<file path="config.mk">
export PLATFORM = sky130hd
export DESIGN_NAME = hsl_to_rgb_converter_core
export DESIGN_NICKNAME = d
export VERILOG_FILES = /design/src/rtl/h2r_pkg.sv /design/src/rtl/h2r_front.sv /design/src/rtl/h2r_queue.sv /design/src/rtl/h2r_back.sv /design/src/rtl/hsl_to_rgb_converter_core.sv
export SDC_FILE = /design/constraint.sdc
export NUM_CORES = 2
export LEC_CHECK = 0
export ABC_CLOCK_PERIOD_IN_PS = 11700
export BUFFER_PORTS_ARGS = -buffer_cell sky130_fd_sc_hd__buf_2
export CAP_MARGIN = 5
export CORE_MARGIN = 5
export CORE_UTILIZATION = 43
export CTS_BUF_LIST = sky130_fd_sc_hd__clkbuf_16
export DETAILED_ROUTE_END_ITERATION = 8
export PLACE_DENSITY = 0.55
export SYNTH_ARGS = -nofsm -noshare
export SYNTH_HDL_FRONTEND = slang
export SYNTH_SLANG_ARGS = --single-unit
export TNS_END_PERCENT = 20
</file>
<file path="constraint.sdc">
create_clock -name clk -period 11.7 [get_ports clk]
set_input_delay 2.34 -clock clk [delete_from_list [all_inputs] [get_ports clk]]
set_output_delay 2.34 -clock clk [all_outputs]
set_load 0.05 [all_outputs]
</file>
<file path="src/rtl/h2r_pkg.sv">
// h2r_pkg: shared codes for the HSL to RGB converter.
// Holds the channel index and hue ramp segment codes; no dependencies.
package h2r_pkg;

  // Number of color channels carried per beat
  localparam int NUM_CH = 3;

  // Channel slot inside per-channel arrays
  typedef enum logic [1:0] {
    CH_RED   = 2'd0,
    CH_GREEN = 2'd1,
    CH_BLUE  = 2'd2
  } chan_t;

  // Piecewise hue ramp segment
  typedef enum logic [1:0] {
    SEG_RISE   = 2'd0,
    SEG_HOLD_Q = 2'd1,
    SEG_FALL   = 2'd2,
    SEG_HOLD_P = 2'd3
  } seg_t;

endpackage

</file>
<file path="src/rtl/h2r_front.sv">
// h2r_front: accepts HSL beats, forms q/p/d and the three hue phases.
// Two register stages feeding the queue; uses h2r_pkg.
module h2r_front #(
  parameter int CHANNEL_BITS = 8,
  localparam int N       = CHANNEL_BITS,
  localparam int PW      = N + 2,
  localparam int ENTRY_W = 1 + 5 * N + 3 * PW
) (
  input  logic               clk,
  input  logic               rst,
  input  logic               in_valid,
  output logic               in_ready,
  input  logic [N-1:0]       hue,
  input  logic [N-1:0]       saturation,
  input  logic [N-1:0]       lightness,
  output logic               push_valid,
  input  logic               push_ready,
  output logic [ENTRY_W-1:0] push_data
);

  localparam int ONE = 2 ** N;
  localparam int QW  = 2 * N + 1;
  localparam logic [N:0]    MAX_R    = (N + 1)'(ONE - 1);
  localparam logic [PW:0]   ONE_S    = (PW + 1)'(ONE);
  localparam logic [PW:0]   TWO_S    = (PW + 1)'(2 * ONE);
  localparam logic [PW:0]   PERIOD_S = (PW + 1)'(3 * ONE);

  // stage 1 registers
  logic              fv1;
  logic              grey1;
  logic [N-1:0]      l1;
  logic [2*N-1:0]    q1;
  logic [PW-1:0]     ph1 [h2r_pkg::NUM_CH];
  // stage 2 registers
  logic              fv2;
  logic [ENTRY_W-1:0] entry2;

  logic              f1_adv;
  logic              f2_adv;

  // stage 1 combinational
  logic              low;
  logic [N-1:0]      mul_a;
  logic [N:0]        mul_b;
  logic [QW-1:0]     prod;
  logic [QW-1:0]     lm;
  logic [QW-1:0]     q_sum;
  logic [PW:0]       base;
  logic [PW:0]       plus1;
  logic [PW:0]       plus2;
  logic [PW-1:0]     ph_n [h2r_pkg::NUM_CH];

  // stage 2 combinational
  logic [QW-1:0]     lm1;
  logic [QW-1:0]     two_lm;
  logic [QW-1:0]     p_wide;
  logic [2*N-1:0]    p_n;
  logic [2*N-1:0]    d_n;

  // handshake chain
  assign f2_adv     = !fv2 || push_ready;
  assign f1_adv     = !fv1 || f2_adv;
  assign in_ready   = f1_adv;
  assign push_valid = fv2;
  assign push_data  = entry2;

  // q from l and s; the lightness split is 2*l < M
  always_comb begin
    low = {lightness, 1'b0} < MAX_R;
    if (low) begin
      mul_a = lightness;
      mul_b = MAX_R + (N + 1)'(saturation);
    end else begin
      mul_a = saturation;
      mul_b = MAX_R - (N + 1)'(lightness);
    end
    prod  = QW'(mul_a) * QW'(mul_b);
    lm    = (QW'(lightness) << N) - QW'(lightness);
    q_sum = low ? prod : prod + lm;
  end

  // hue phases in units of 1/(3H), wrapped into one period
  always_comb begin
    base  = ((PW + 1)'(hue) << 1) + (PW + 1)'(hue);
    plus1 = base + ONE_S;
    plus2 = base + TWO_S;
    ph_n[h2r_pkg::CH_RED]   = PW'((plus1 >= PERIOD_S) ? plus1 - PERIOD_S : plus1);
    ph_n[h2r_pkg::CH_GREEN] = PW'(base);
    ph_n[h2r_pkg::CH_BLUE]  = PW'((plus2 >= PERIOD_S) ? plus2 - PERIOD_S : plus2);
  end

  // p = 2lM - q, d = q - p
  always_comb begin
    lm1    = (QW'(l1) << N) - QW'(l1);
    two_lm = lm1 << 1;
    p_wide = two_lm - QW'(q1);
    p_n    = p_wide[2*N-1:0];
    d_n    = q1 - p_n;
  end

  // stage valids
  always_ff @(posedge clk) begin
    if (rst) begin
      fv1 <= 1'b0;
      fv2 <= 1'b0;
    end else begin
      if (f1_adv) fv1 <= in_valid;
      if (f2_adv) fv2 <= fv1;
    end
  end

  // stage payloads
  always_ff @(posedge clk) begin
    if (f1_adv && in_valid) begin
      grey1 <= (saturation == '0);
      l1    <= lightness;
      q1    <= q_sum[2*N-1:0];
      for (int c = 0; c < h2r_pkg::NUM_CH; c++) ph1[c] <= ph_n[c];
    end
    if (f2_adv && fv1) begin
      entry2 <= {grey1, l1, p_n, d_n,
                 ph1[h2r_pkg::CH_RED], ph1[h2r_pkg::CH_GREEN], ph1[h2r_pkg::CH_BLUE]};
    end
  end

endmodule

</file>
<file path="src/rtl/h2r_queue.sv">
// h2r_queue: two-entry queue between front and back halves.
// Register-based storage with count; no package dependencies.
module h2r_queue #(
  parameter int WIDTH = 8
) (
  input  logic             clk,
  input  logic             rst,
  input  logic             push_valid,
  output logic             push_ready,
  input  logic [WIDTH-1:0] push_data,
  output logic             pop_valid,
  input  logic             pop_ready,
  output logic [WIDTH-1:0] pop_data
);

  localparam int DEPTH = 2;
  localparam int AW    = $clog2(DEPTH);
  localparam int CW    = $clog2(DEPTH + 1);
  localparam logic [AW-1:0] LAST  = AW'(DEPTH - 1);
  localparam logic [CW-1:0] FULL  = CW'(DEPTH);

  logic [WIDTH-1:0] mem [DEPTH];
  logic [AW-1:0]    wr_ptr;
  logic [AW-1:0]    rd_ptr;
  logic [CW-1:0]    count;
  logic             push;
  logic             pop;

  assign push_ready = (count != FULL);
  assign pop_valid  = (count != '0);
  assign push       = push_valid && push_ready;
  assign pop        = pop_valid && pop_ready;
  assign pop_data   = mem[rd_ptr];

  // pointers and fill count
  always_ff @(posedge clk) begin
    if (rst) begin
      wr_ptr <= '0;
      rd_ptr <= '0;
      count  <= '0;
    end else begin
      if (push) wr_ptr <= (wr_ptr == LAST) ? '0 : wr_ptr + 1'b1;
      if (pop)  rd_ptr <= (rd_ptr == LAST) ? '0 : rd_ptr + 1'b1;
      if (push && !pop)      count <= count + 1'b1;
      else if (pop && !push) count <= count - 1'b1;
    end
  end

  // storage
  always_ff @(posedge clk) begin
    if (push) mem[wr_ptr] <= push_data;
  end

  a_count_bound: assert property (@(posedge clk) disable iff (rst) count <= FULL)
    else $error("queue count above depth");
  a_pop_dec: assert property (@(posedge clk) disable iff (rst)
    (pop && !push) |=> count == $past(count) - 1'b1)
    else $error("queue count did not drop on pop");
  a_push_inc: assert property (@(posedge clk) disable iff (rst)
    (push && !pop) |=> count == $past(count) + 1'b1)
    else $error("queue count did not rise on push");

endmodule

</file>
<file path="src/rtl/h2r_back.sv">
// h2r_back: runs the hue ramp per channel and scales to channel bytes.
// Three register stages, last one is the output register; uses h2r_pkg.
module h2r_back #(
  parameter int CHANNEL_BITS = 8,
  localparam int N       = CHANNEL_BITS,
  localparam int PW      = N + 2,
  localparam int ENTRY_W = 1 + 5 * N + 3 * PW
) (
  input  logic               clk,
  input  logic               rst,
  input  logic               pop_valid,
  output logic               pop_ready,
  input  logic [ENTRY_W-1:0] pop_data,
  output logic               out_valid,
  input  logic               out_ready,
  output logic [N-1:0]       red,
  output logic [N-1:0]       green,
  output logic [N-1:0]       blue
);

  localparam int ONE = 2 ** N;
  localparam int UW  = N + 1;
  localparam int PRW = 3 * N + 1;
  localparam int XW  = 2 * N;
  localparam logic [PW-1:0] T_SIXTH = PW'(ONE / 2);
  localparam logic [PW-1:0] T_HALF  = PW'(3 * ONE / 2);
  localparam logic [PW-1:0] T_TWO3  = PW'(2 * ONE);
  localparam logic [N:0]    MAX_R   = (N + 1)'(ONE - 1);

  // unpacked queue entry
  logic              e_grey;
  logic [N-1:0]      e_l;
  logic [XW-1:0]     e_p;
  logic [XW-1:0]     e_d;
  logic [PW-1:0]     e_ph [h2r_pkg::NUM_CH];

  // stage 1: segment and product
  logic              bv1;
  logic              grey1;
  logic [N-1:0]      l1;
  logic [XW-1:0]     p1;
  logic [XW-1:0]     d1;
  h2r_pkg::seg_t     seg1  [h2r_pkg::NUM_CH];
  logic [PRW-1:0]    prod1 [h2r_pkg::NUM_CH];
  // stage 2: ramp value over M*M
  logic              bv2;
  logic              grey2;
  logic [N-1:0]      l2;
  logic [XW-1:0]     p2;
  logic [XW-1:0]     d2;
  logic [XW-1:0]     x2    [h2r_pkg::NUM_CH];
  // stage 3: output register
  logic              bv3;
  logic              grey3;

  logic              adv1;
  logic              adv2;
  logic              adv3;

  h2r_pkg::seg_t     seg_n  [h2r_pkg::NUM_CH];
  logic [PRW-1:0]    prod_n [h2r_pkg::NUM_CH];
  logic [XW-1:0]     x_n    [h2r_pkg::NUM_CH];
  logic [N-1:0]      ch_n   [h2r_pkg::NUM_CH];

  assign e_grey = pop_data[ENTRY_W-1];
  assign e_l    = pop_data[ENTRY_W-2 -: N];
  assign e_p    = pop_data[ENTRY_W-2-N -: XW];
  assign e_d    = pop_data[ENTRY_W-2-3*N -: XW];
  assign e_ph[h2r_pkg::CH_RED]   = pop_data[3*PW-1 -: PW];
  assign e_ph[h2r_pkg::CH_GREEN] = pop_data[2*PW-1 -: PW];
  assign e_ph[h2r_pkg::CH_BLUE]  = pop_data[PW-1:0];

  // handshake chain
  assign adv3      = !bv3 || out_ready;
  assign adv2      = !bv2 || adv3;
  assign adv1      = !bv1 || adv2;
  assign pop_ready = adv1;
  assign out_valid = bv3;

  // stage 1: classify phase and multiply d by the ramp slope
  always_comb begin
    for (int c = 0; c < h2r_pkg::NUM_CH; c++) begin
      logic [UW-1:0] u;
      logic [PW-1:0] diff;
      diff = T_TWO3 - e_ph[c];
      u    = '0;
      priority if (e_ph[c] < T_SIXTH) begin
        seg_n[c] = h2r_pkg::SEG_RISE;
        u        = UW'({e_ph[c], 1'b0});
      end else if (e_ph[c] < T_HALF) begin
        seg_n[c] = h2r_pkg::SEG_HOLD_Q;
      end else if (e_ph[c] < T_TWO3) begin
        seg_n[c] = h2r_pkg::SEG_FALL;
        u        = UW'({diff, 1'b0});
      end else begin
        seg_n[c] = h2r_pkg::SEG_HOLD_P;
      end
      prod_n[c] = PRW'(e_d) * PRW'(u);
    end
  end

  // stage 2: value numerator over M*M, exact floor of the 1/H part
  always_comb begin
    for (int c = 0; c < h2r_pkg::NUM_CH; c++) begin
      unique case (seg1[c])
        h2r_pkg::SEG_RISE,
        h2r_pkg::SEG_FALL:   x_n[c] = p1 + prod1[c][3*N-1:N];
        h2r_pkg::SEG_HOLD_Q: x_n[c] = p1 + d1;
        h2r_pkg::SEG_HOLD_P: x_n[c] = p1;
        default:             x_n[c] = p1;
      endcase
    end
  end

  // stage 3: floor(x / M) with one correction step
  always_comb begin
    for (int c = 0; c < h2r_pkg::NUM_CH; c++) begin
      logic [N-1:0] q0;
      logic [N:0]   r;
      q0 = x2[c][XW-1:N];
      r  = {1'b0, x2[c][N-1:0]} + {1'b0, q0};
      ch_n[c] = q0 + N'(r >= MAX_R);
    end
  end

  // stage valids
  always_ff @(posedge clk) begin
    if (rst) begin
      bv1 <= 1'b0;
      bv2 <= 1'b0;
      bv3 <= 1'b0;
    end else begin
      if (adv1) bv1 <= pop_valid;
      if (adv2) bv2 <= bv1;
      if (adv3) bv3 <= bv2;
    end
  end

  // stage payloads
  always_ff @(posedge clk) begin
    if (adv1 && pop_valid) begin
      grey1 <= e_grey;
      l1    <= e_l;
      p1    <= e_p;
      d1    <= e_d;
      for (int c = 0; c < h2r_pkg::NUM_CH; c++) begin
        seg1[c]  <= seg_n[c];
        prod1[c] <= prod_n[c];
      end
    end
    if (adv2 && bv1) begin
      grey2 <= grey1;
      l2    <= l1;
      p2    <= p1;
      d2    <= d1;
      for (int c = 0; c < h2r_pkg::NUM_CH; c++) x2[c] <= x_n[c];
    end
    if (adv3 && bv2) begin
      grey3 <= grey2;
      red   <= grey2 ? l2 : ch_n[h2r_pkg::CH_RED];
      green <= grey2 ? l2 : ch_n[h2r_pkg::CH_GREEN];
      blue  <= grey2 ? l2 : ch_n[h2r_pkg::CH_BLUE];
    end
  end

  a_grey_equal: assert property (@(posedge clk) disable iff (rst)
    (bv3 && grey3) |-> (red == green && green == blue))
    else $error("grey beat with unequal channels");
  a_x_below_hm: assert property (@(posedge clk) disable iff (rst)
    bv2 |-> (x2[0][XW-1:N] != '1 && x2[1][XW-1:N] != '1 && x2[2][XW-1:N] != '1))
    else $error("ramp value out of range for scaling");
  a_x_between: assert property (@(posedge clk) disable iff (rst)
    (bv2 && !grey2) |-> (x2[0] >= p2 && x2[1] >= p2 && x2[2] >= p2 &&
                         (XW + 1)'(x2[0]) <= (XW + 1)'(p2) + (XW + 1)'(d2) &&
                         (XW + 1)'(x2[1]) <= (XW + 1)'(p2) + (XW + 1)'(d2) &&
                         (XW + 1)'(x2[2]) <= (XW + 1)'(p2) + (XW + 1)'(d2)))
    else $error("ramp value outside p..q");

endmodule

</file>
<file path="src/rtl/hsl_to_rgb_converter_core.sv">
// hsl_to_rgb_converter_core: top level of the HSL to RGB converter.
// Instantiates h2r_front, h2r_queue and h2r_back; uses h2r_pkg via them.
//
// Usage:
//   Input channel in_valid/in_ready carries hue, saturation, lightness,
//   each CHANNEL_BITS wide. Output channel out_valid/out_ready carries
//   red, green, blue of the same width. One result beat per input beat,
//   in order. Zero saturation gives grey at the lightness level.
//   Throughput: one beat per clock, sustained, when out_ready stays high.
//   Path from input acceptance to out_valid, empty pipeline: six
//   registers, the first loaded at the accepting edge - two front
//   stages (q multiply, p/d), the two-entry queue, and three back stages
//   (ramp multiply, ramp add, scale by 1/M into the output register).
//   When the receiver stalls, the back stages hold and the queue fills;
//   the front keeps accepting until the queue and its own two stages are
//   full, then in_ready drops. The output beat stays stable while stalled.
//   Reset (rst, synchronous) empties all stages and the queue; no beat is
//   in flight afterward and in_ready is high the next cycle.
module hsl_to_rgb_converter_core #(
  parameter int CHANNEL_BITS = 8
) (
  input  logic                    clk,
  input  logic                    rst,
  input  logic                    in_valid,
  output logic                    in_ready,
  input  logic [CHANNEL_BITS-1:0] hue,
  input  logic [CHANNEL_BITS-1:0] saturation,
  input  logic [CHANNEL_BITS-1:0] lightness,
  output logic                    out_valid,
  input  logic                    out_ready,
  output logic [CHANNEL_BITS-1:0] red,
  output logic [CHANNEL_BITS-1:0] green,
  output logic [CHANNEL_BITS-1:0] blue
);

  localparam int ENTRY_W = 1 + 5 * CHANNEL_BITS + 3 * (CHANNEL_BITS + 2);

  logic               f_valid;
  logic               f_ready;
  logic [ENTRY_W-1:0] f_data;
  logic               b_valid;
  logic               b_ready;
  logic [ENTRY_W-1:0] b_data;

  // front: accept and precompute
  h2r_front #(.CHANNEL_BITS(CHANNEL_BITS)) u_front (
    .clk        (clk),
    .rst        (rst),
    .in_valid   (in_valid),
    .in_ready   (in_ready),
    .hue        (hue),
    .saturation (saturation),
    .lightness  (lightness),
    .push_valid (f_valid),
    .push_ready (f_ready),
    .push_data  (f_data)
  );

  // decoupling queue
  h2r_queue #(.WIDTH(ENTRY_W)) u_queue (
    .clk        (clk),
    .rst        (rst),
    .push_valid (f_valid),
    .push_ready (f_ready),
    .push_data  (f_data),
    .pop_valid  (b_valid),
    .pop_ready  (b_ready),
    .pop_data   (b_data)
  );

  // back: hue ramp and scaling
  h2r_back #(.CHANNEL_BITS(CHANNEL_BITS)) u_back (
    .clk       (clk),
    .rst       (rst),
    .pop_valid (b_valid),
    .pop_ready (b_ready),
    .pop_data  (b_data),
    .out_valid (out_valid),
    .out_ready (out_ready),
    .red       (red),
    .green     (green),
    .blue      (blue)
  );

endmodule
</file>
---- Yosys cells after proc, flatten, opt, wreduce, memory -nomap -nowiden ----
Memories as Yosys holds them, arrays and structs flattened. A register that Yosys moved wholly into a read port is not among the register bits.
Index checks and enable logic that the tools add are counted.
word-level totals
  ROM bits ................................ 0
  memories kept ........................... 5
  bits in latches ......................... 0
  word-level logic and storage cells ...... 156
  bits of input ports ..................... 28
  bits in writable memories ............... 301
  register bits ........................... 179
operators by class
  muxes and demuxes ....................... 43
  div/mod/pow operators ................... 0
  equality and inequality tests ........... 10
  $mul .................................... 4
  add/sub/neg operators ................... 29
  shifts and indexed selects .............. 0
  reduce and logical (&&, ||, !) cells .... 29
  bitwise logic cells ..................... 0
  magnitude comparators ................... 15
memory list
  name          depth  bits a word  rd ports  clocked after Yosys merged registers in  write ports  line             text
  u_queue.mem   2      71           1         1                                        1            h2r_queue.sv:22  logic [WIDTH-1:0] mem [DEPTH];
  u_back.prod1  3      25           3         0                                        3            h2r_back.sv:44   logic [PRW-1:0] prod1 [h2r_pkg::NUM_CH];
  u_back.x2     3      16           3         0                                        3            h2r_back.sv:51   logic [XW-1:0] x2 [h2r_pkg::NUM_CH];
  u_front.ph1   3      10           3         3                                        3            h2r_front.sv:33  logic [PW-1:0] ph1 [h2r_pkg::NUM_CH];
  u_back.seg1   3      2            3         0                                        3            h2r_back.sv:43   h2r_pkg::seg_t seg1 [h2r_pkg::NUM_CH];
operator list
  operator                                                             count
  case mux 16 bit (3 select lines)                                     3
  two-way mux 9 bit                                                    10
  adder 16 bit                                                         5
  multiplier 16 x 9 -> 25 bit                                          3
  two-way mux 8 bit                                                    4
  subtractor 16 bit                                                    2
  less-than comparator 10 bit, second input constant                   3
  less-than comparator 10 x 8 -> 1 bit, second input constant          3
  less-than comparator 10 x 9 -> 1 bit, second input constant          3
  adder 8 x 8 -> 9 bit                                                 3
  greater-or-equal comparator 9 x 8 -> 1 bit, second input constant    3
  adder 8 x 1 -> 8 bit                                                 3
  subtractor 1 x 8 -> 8 bit, first input constant                      3
  greater-or-equal comparator 11 x 10 -> 1 bit, second input constant  2
  two-way mux 10 bit                                                   2
  subtractor 10 bit, second input constant                             2
  multiplier 8 x 9 -> 16 bit                                           1
  two-way mux 16 bit                                                   1
  two-way mux 2 bit                                                    8
  subtractor 16 x 8 -> 16 bit                                          1
  two-way mux 1 bit                                                    15
  subtractor 15 x 8 -> 15 bit                                          1
  == test 2 bit, second input constant                                 6
  adder 10 x 10 -> 11 bit, second input constant                       1
  17 further kinds                                                     42

---- Depth between registers and ports, before layout ----
  depth in word-level cells ............... 8
  mapped depth ............................ 29
  mapped depth without buffers ............ 29

---- Hierarchy ----
A second synthesis with hierarchy kept.
second synthesis, totals
  cell total of the unflattened synthesis .. 3487
  area, all modules ....................... 36432.4 um^2
modules (own cells, without submodules)
  module     instances  area an instance (um^2)  sequential area each (um^2)  cells an instance
  h2r_back   1          22947.0                  5345.1                       2441
  h2r_front  1          8154.1                   2772.7                       801
  h2r_queue  1          5331.4                   4364.2                       245

---- Worst setup path after synthesis ----
Ideal clock, no wire load.
  path kind ............................... input -> register
  start point ............................. input port lightness[7]
  end point ............................... register u_front.q1[15], data pin
  setup slack ............................. 2.824 ns
  library setup time ...................... 0.260 ns
  stages .................................. 26
  data arrival time ....................... 8.616 ns
  path buffers ............................ 1
  data required time ...................... 11.440 ns
  cell sequence ........................... clkbuf_1 -> mux2_2 -> or2_2 -> fa_1 -> fa_1 -> inv_1 -> fa_1 -> inv_1 -> fa_1 -> inv_1 -> ha_1 -> or2_2 -> a21oi_1 -> inv_1 -> a31oi_1 -> xor2_1 -> ha_1 -> inv_1 -> ha_1 -> and2_1 -> o21a_1 -> a31oi_1 -> a2111oi_0 -> or3_1 -> a21o_1 -> xnor2_1
on the way
  longest elaborated chain between the ends .. 5
  elaborated cells between the ends (all ways) .. 8
  classes of those cells .................. 3 x add/sub; 1 x mul; 1 x order compare; 3 x mux
RTL lines
  what                                                                              line                              text
  from (decl)                                                                       hsl_to_rgb_converter_core.sv:28   input logic [CHANNEL_BITS-1:0] lightness,
  subtractor 8 x 8 -> 9 bit or less-than comparator 9 x 8 -> 1 bit (tied branches)  h2r_front.sv:75, h2r_front.sv:69
  two-way mux 9 bit or two-way mux 8 bit (tied branches)                            h2r_front.sv:70                   if (low) begin
  multiplier 8 x 9 -> 16 bit                                                        h2r_front.sv:77                   prod = QW'(mul_a) * QW'(mul_b);
  adder 16 bit                                                                      h2r_front.sv:79                   q_sum = low ? prod : prod + lm;
  two-way mux 16 bit (*)                                                            h2r_front.sv:79
  named net u_front.q_sum[15]                                                       h2r_front.sv:47                   logic [QW-1:0] q_sum;
  to (signal assigned)                                                              h2r_front.sv:117                  q1 <= q_sum[2*N-1:0];
  to (decl)                                                                         h2r_front.sv:32                   logic [2*N-1:0] q1;
Mark *: on every way through the listed nets, which the timed path passes. The rest lies on a longest branch.
A chain may end at the register's enable or synchronous reset.

---- Worst setup path after layout ----
Same ends and word-level chain as after synthesis.

==> impl_metrics.yaml <==
die:
  core_area_sq_mm: 0.0777
  io_pins: 54
  rows: 102
  start_util_pct: 43.5
  fp.dieW_um: 291
  fp.dieArea_sq_mm: 0.0844
  die_h_um: 291
worst_setup_path:
  critPathKind: "primary input to flop"
  cp_data_arrival_time_ps: 9570
  crit_path_start_kind: "primary input"
  worstPathRequired_ps: 12010
  crit_family: "adder cells"
  end_kind: "flop"
  crit_path_frequent_cell: "inv_1"
  crit_buf_inv: 7
  cp_max_fo: 34
  r2r_setup_slack_ps: 4040
  slowest_delay_ps: 560
  crit_slowest_cell: "fa_1"
timing:
  tightest_slew_ps: 1220
  tns_ps: 0
  rsz0062_at_grt: "false"
  period_share_pct: 79.1
  hold_viol: 0
  setup_viol: 0
  slew_viol_final: 0
  post-route-min-period_ps: 9260
  relSlewSlack_pct: 18.2
  max_clock_freq_mhz: 108
  skew_ps: 17.3
clock_tree:
  cts_hold_buf: 0
  cts_max_path_buffers: 3
  cts.clk_slew.worst_paths_ps: 60
  post-cts-setup-buffer-count: 0
  clk-insertion-delay-late_ps: 580
  root_buffer: "clkbuf_16"
  cts.sinks: 382
  ctsResizeCount: 0
  cts_tree: "yes"
  cts_max_level: 2
  numCtsBuffers: 44
route:
  ant_nets: 0
  drt_iter0_markers: 1380
  vias_per_cell: 5.30
  drcViolationCount: 0
  first_pass_iters: 5
  dr_total_vias: 23800
  drt_wl_total_um: 85000
  post_drt_wl_per_cell_um: 18.9
finish:
  final_cell_mix: "inv_1 (509), nor2_1 (482), edfxtp_1 (372), ha_1 (350), fa_1 (293)"
  nets: 4092
  drive_gt1_share_pct: 7.84
  n_fill_cell: 7157
  final_core_util_pct: 47.6
  seqCellArea_sq_mm: 0.0114
  area_growth_pct: 9.26
  multiInputGateArea_sq_mm: 0.0204
  num_antenna_cells: 0
  mostFrequentLayoutCell: "inv_1"
pwr:
  peakVddDrop_v: 0.000317
  power_density_mw_per_mm2: 296
  power_leakage_uw: 0.0162
yosys:
  synth-async-reset-ratio_pct: 0
  synth_edf_count: 372
  yosys_warnings: 0
  ys_seq_elements: 382
  avgSynthCellArea_sq_um: 10.1
  syn_area_sq_mm: 0.0338
  ys.flop_type: "edfxtp_1"
  synth_cell_types: 77
  synth_seq_area_share_pct: 33.6
  synth_cells: 3341
outcome:
  status: "finished, final reports clean"
min_path:
  min_path_type: "flop to flop"
global_routing:
  grt_start_max_net_pins: 80
  track_usage_pct: 20.0
  grt_pass1_wl_um: 135000
  grt_antenna_before_repair: 0
  grt_overflow: 0
  grt_pass1_vias: 24500
placement:
  place.port_buffers: 53
  place.gp.congestion: 0.914
  hpwlAfterDp_um: 66800
flow_run:
  drv_cap: 0
## final timing paths
path / from / cells past startpoint / end
worst max-delay path: lightness[7] / 28 / u_front.q1[15]$_DFFE_PP_
worst min-delay path: u_front.ph1[0][28]$_DFFE_PP_ / 0 / u_front.push_data[8]$_DFFE_PP_
worst max register to register: flop / 24 / u_back.prod1[0][23]$_DFFE_PP_
worst min register to register: u_front.ph1[0][28]$_DFFE_PP_ / 0 / u_front.push_data[8]$_DFFE_PP_
## report_power, final
group          leakage (uW)  internal [uW]  switching (uW)
combinational        0.0120           2730            4280
clock              0.000728            800             550
sequential          0.00357           2240             343
## cell families (layout without fill, tap and decap cells)
group	after synthesis	after routing	synth area share [%]
adders and majority gates	643	643	30.3
buffers and inverters	583	680	6.52
and+or+nand+nor	979	979	13.0
DFF	382	382	33.6
other	1	19	0.0111
muxes	89	89	2.82
AOI/OAI and AO/OA	469	469	8.70
xor gates and xnor gates	195	195	5.10
## Yosys cell counts (all sizes together), types with 18 or more instances
cell / number / area (sq um)
a21o: 40 / 300
a21oi: 135 / 676
and3: 18 / 113
clkbuf: 68 / 255
edfxtp: 372 / 11200
fa: 293 / 5870
ha: 350 / 4380
inv: 499 / 1870
mux2: 36 / 409
mux2i: 53 / 546
nand2: 193 / 734
nand2b: 33 / 206
nand3: 43 / 215
nor2: 483 / 1810
nor2b: 27 / 169
nor3: 61 / 310
o211ai: 19 / 143
o21a: 26 / 195
o21ai: 123 / 616
or2: 46 / 288
or3: 31 / 194
xnor2: 122 / 1090
xor2: 73 / 639
## sequential cells by signal, indices dropped and copies added (netlist names), 13 cells and up, named ones only
signal             count
u_front.ph1           13
u_front.q1            16
u_back.d1             15
u_back.p1             16
u_queue.mem          106
u_back.x2             48
u_back.prod1          48
u_front.push_data     53
## metal layers
metal	up-vias	routed length [um]	part of all wire (%)	GRT usage, %
li1	11300	-	-	-
met1	11800	36100	42	26.0
met2	531	42000	49	34.8
met3	133	3840	4.5	2.33
met4	0	3170	3.7	6.79
met5	-	0	0	0
## cell type report
cell class	instances	share of cell area [%]
Clock inverter	37	0.910
Tap cell	1040	3.52
Multi-Input combinational cell	2394	55.2
Clock buffer	44	2.98
Inverter	505	5.13
Sequential cell	382	30.8
Timing Repair Buffer	94	1.55
## stage by stage
step / hold WS, ps / power, uW / std cells / setup WS [ps] / instance area [sq um]
after global routing: 427 / 12000 / 4496 / 1950 / 37000
after floorplan: 400 / 7570 / 3359 / 2820 / 33900
after global placement: 403 / 9490 / 4415 / 1990 / 35500
after CTS: 419 / 11100 / 4496 / 2470 / 37000
after detailed placement: 407 / 9640 / 4415 / 1880 / 35500
final: 418 / 10900 / 4496 / 2440 / 37000
## worst register-to-register path: stages (launching register included)
cell and delay (ps):
dfxtp_2 730, mux2_2 520, inv_1 150, ha_1 280
nand3_1 150, nor3_1 230, xor2_1 310, nand2_1 120
o21ai_1 540, nand2_1 180, fa_1 690, inv_1 90
fa_1 480, inv_1 50, fa_1 470, fa_1 490
inv_1 40, ha_1 300, o21ai_0 90, nand2b_1 170
nand3_1 170, a311oi_1 650, a211o_1 270, a2111o_1 140
o211ai_1 100
Power figures use the tool's default switching activity.
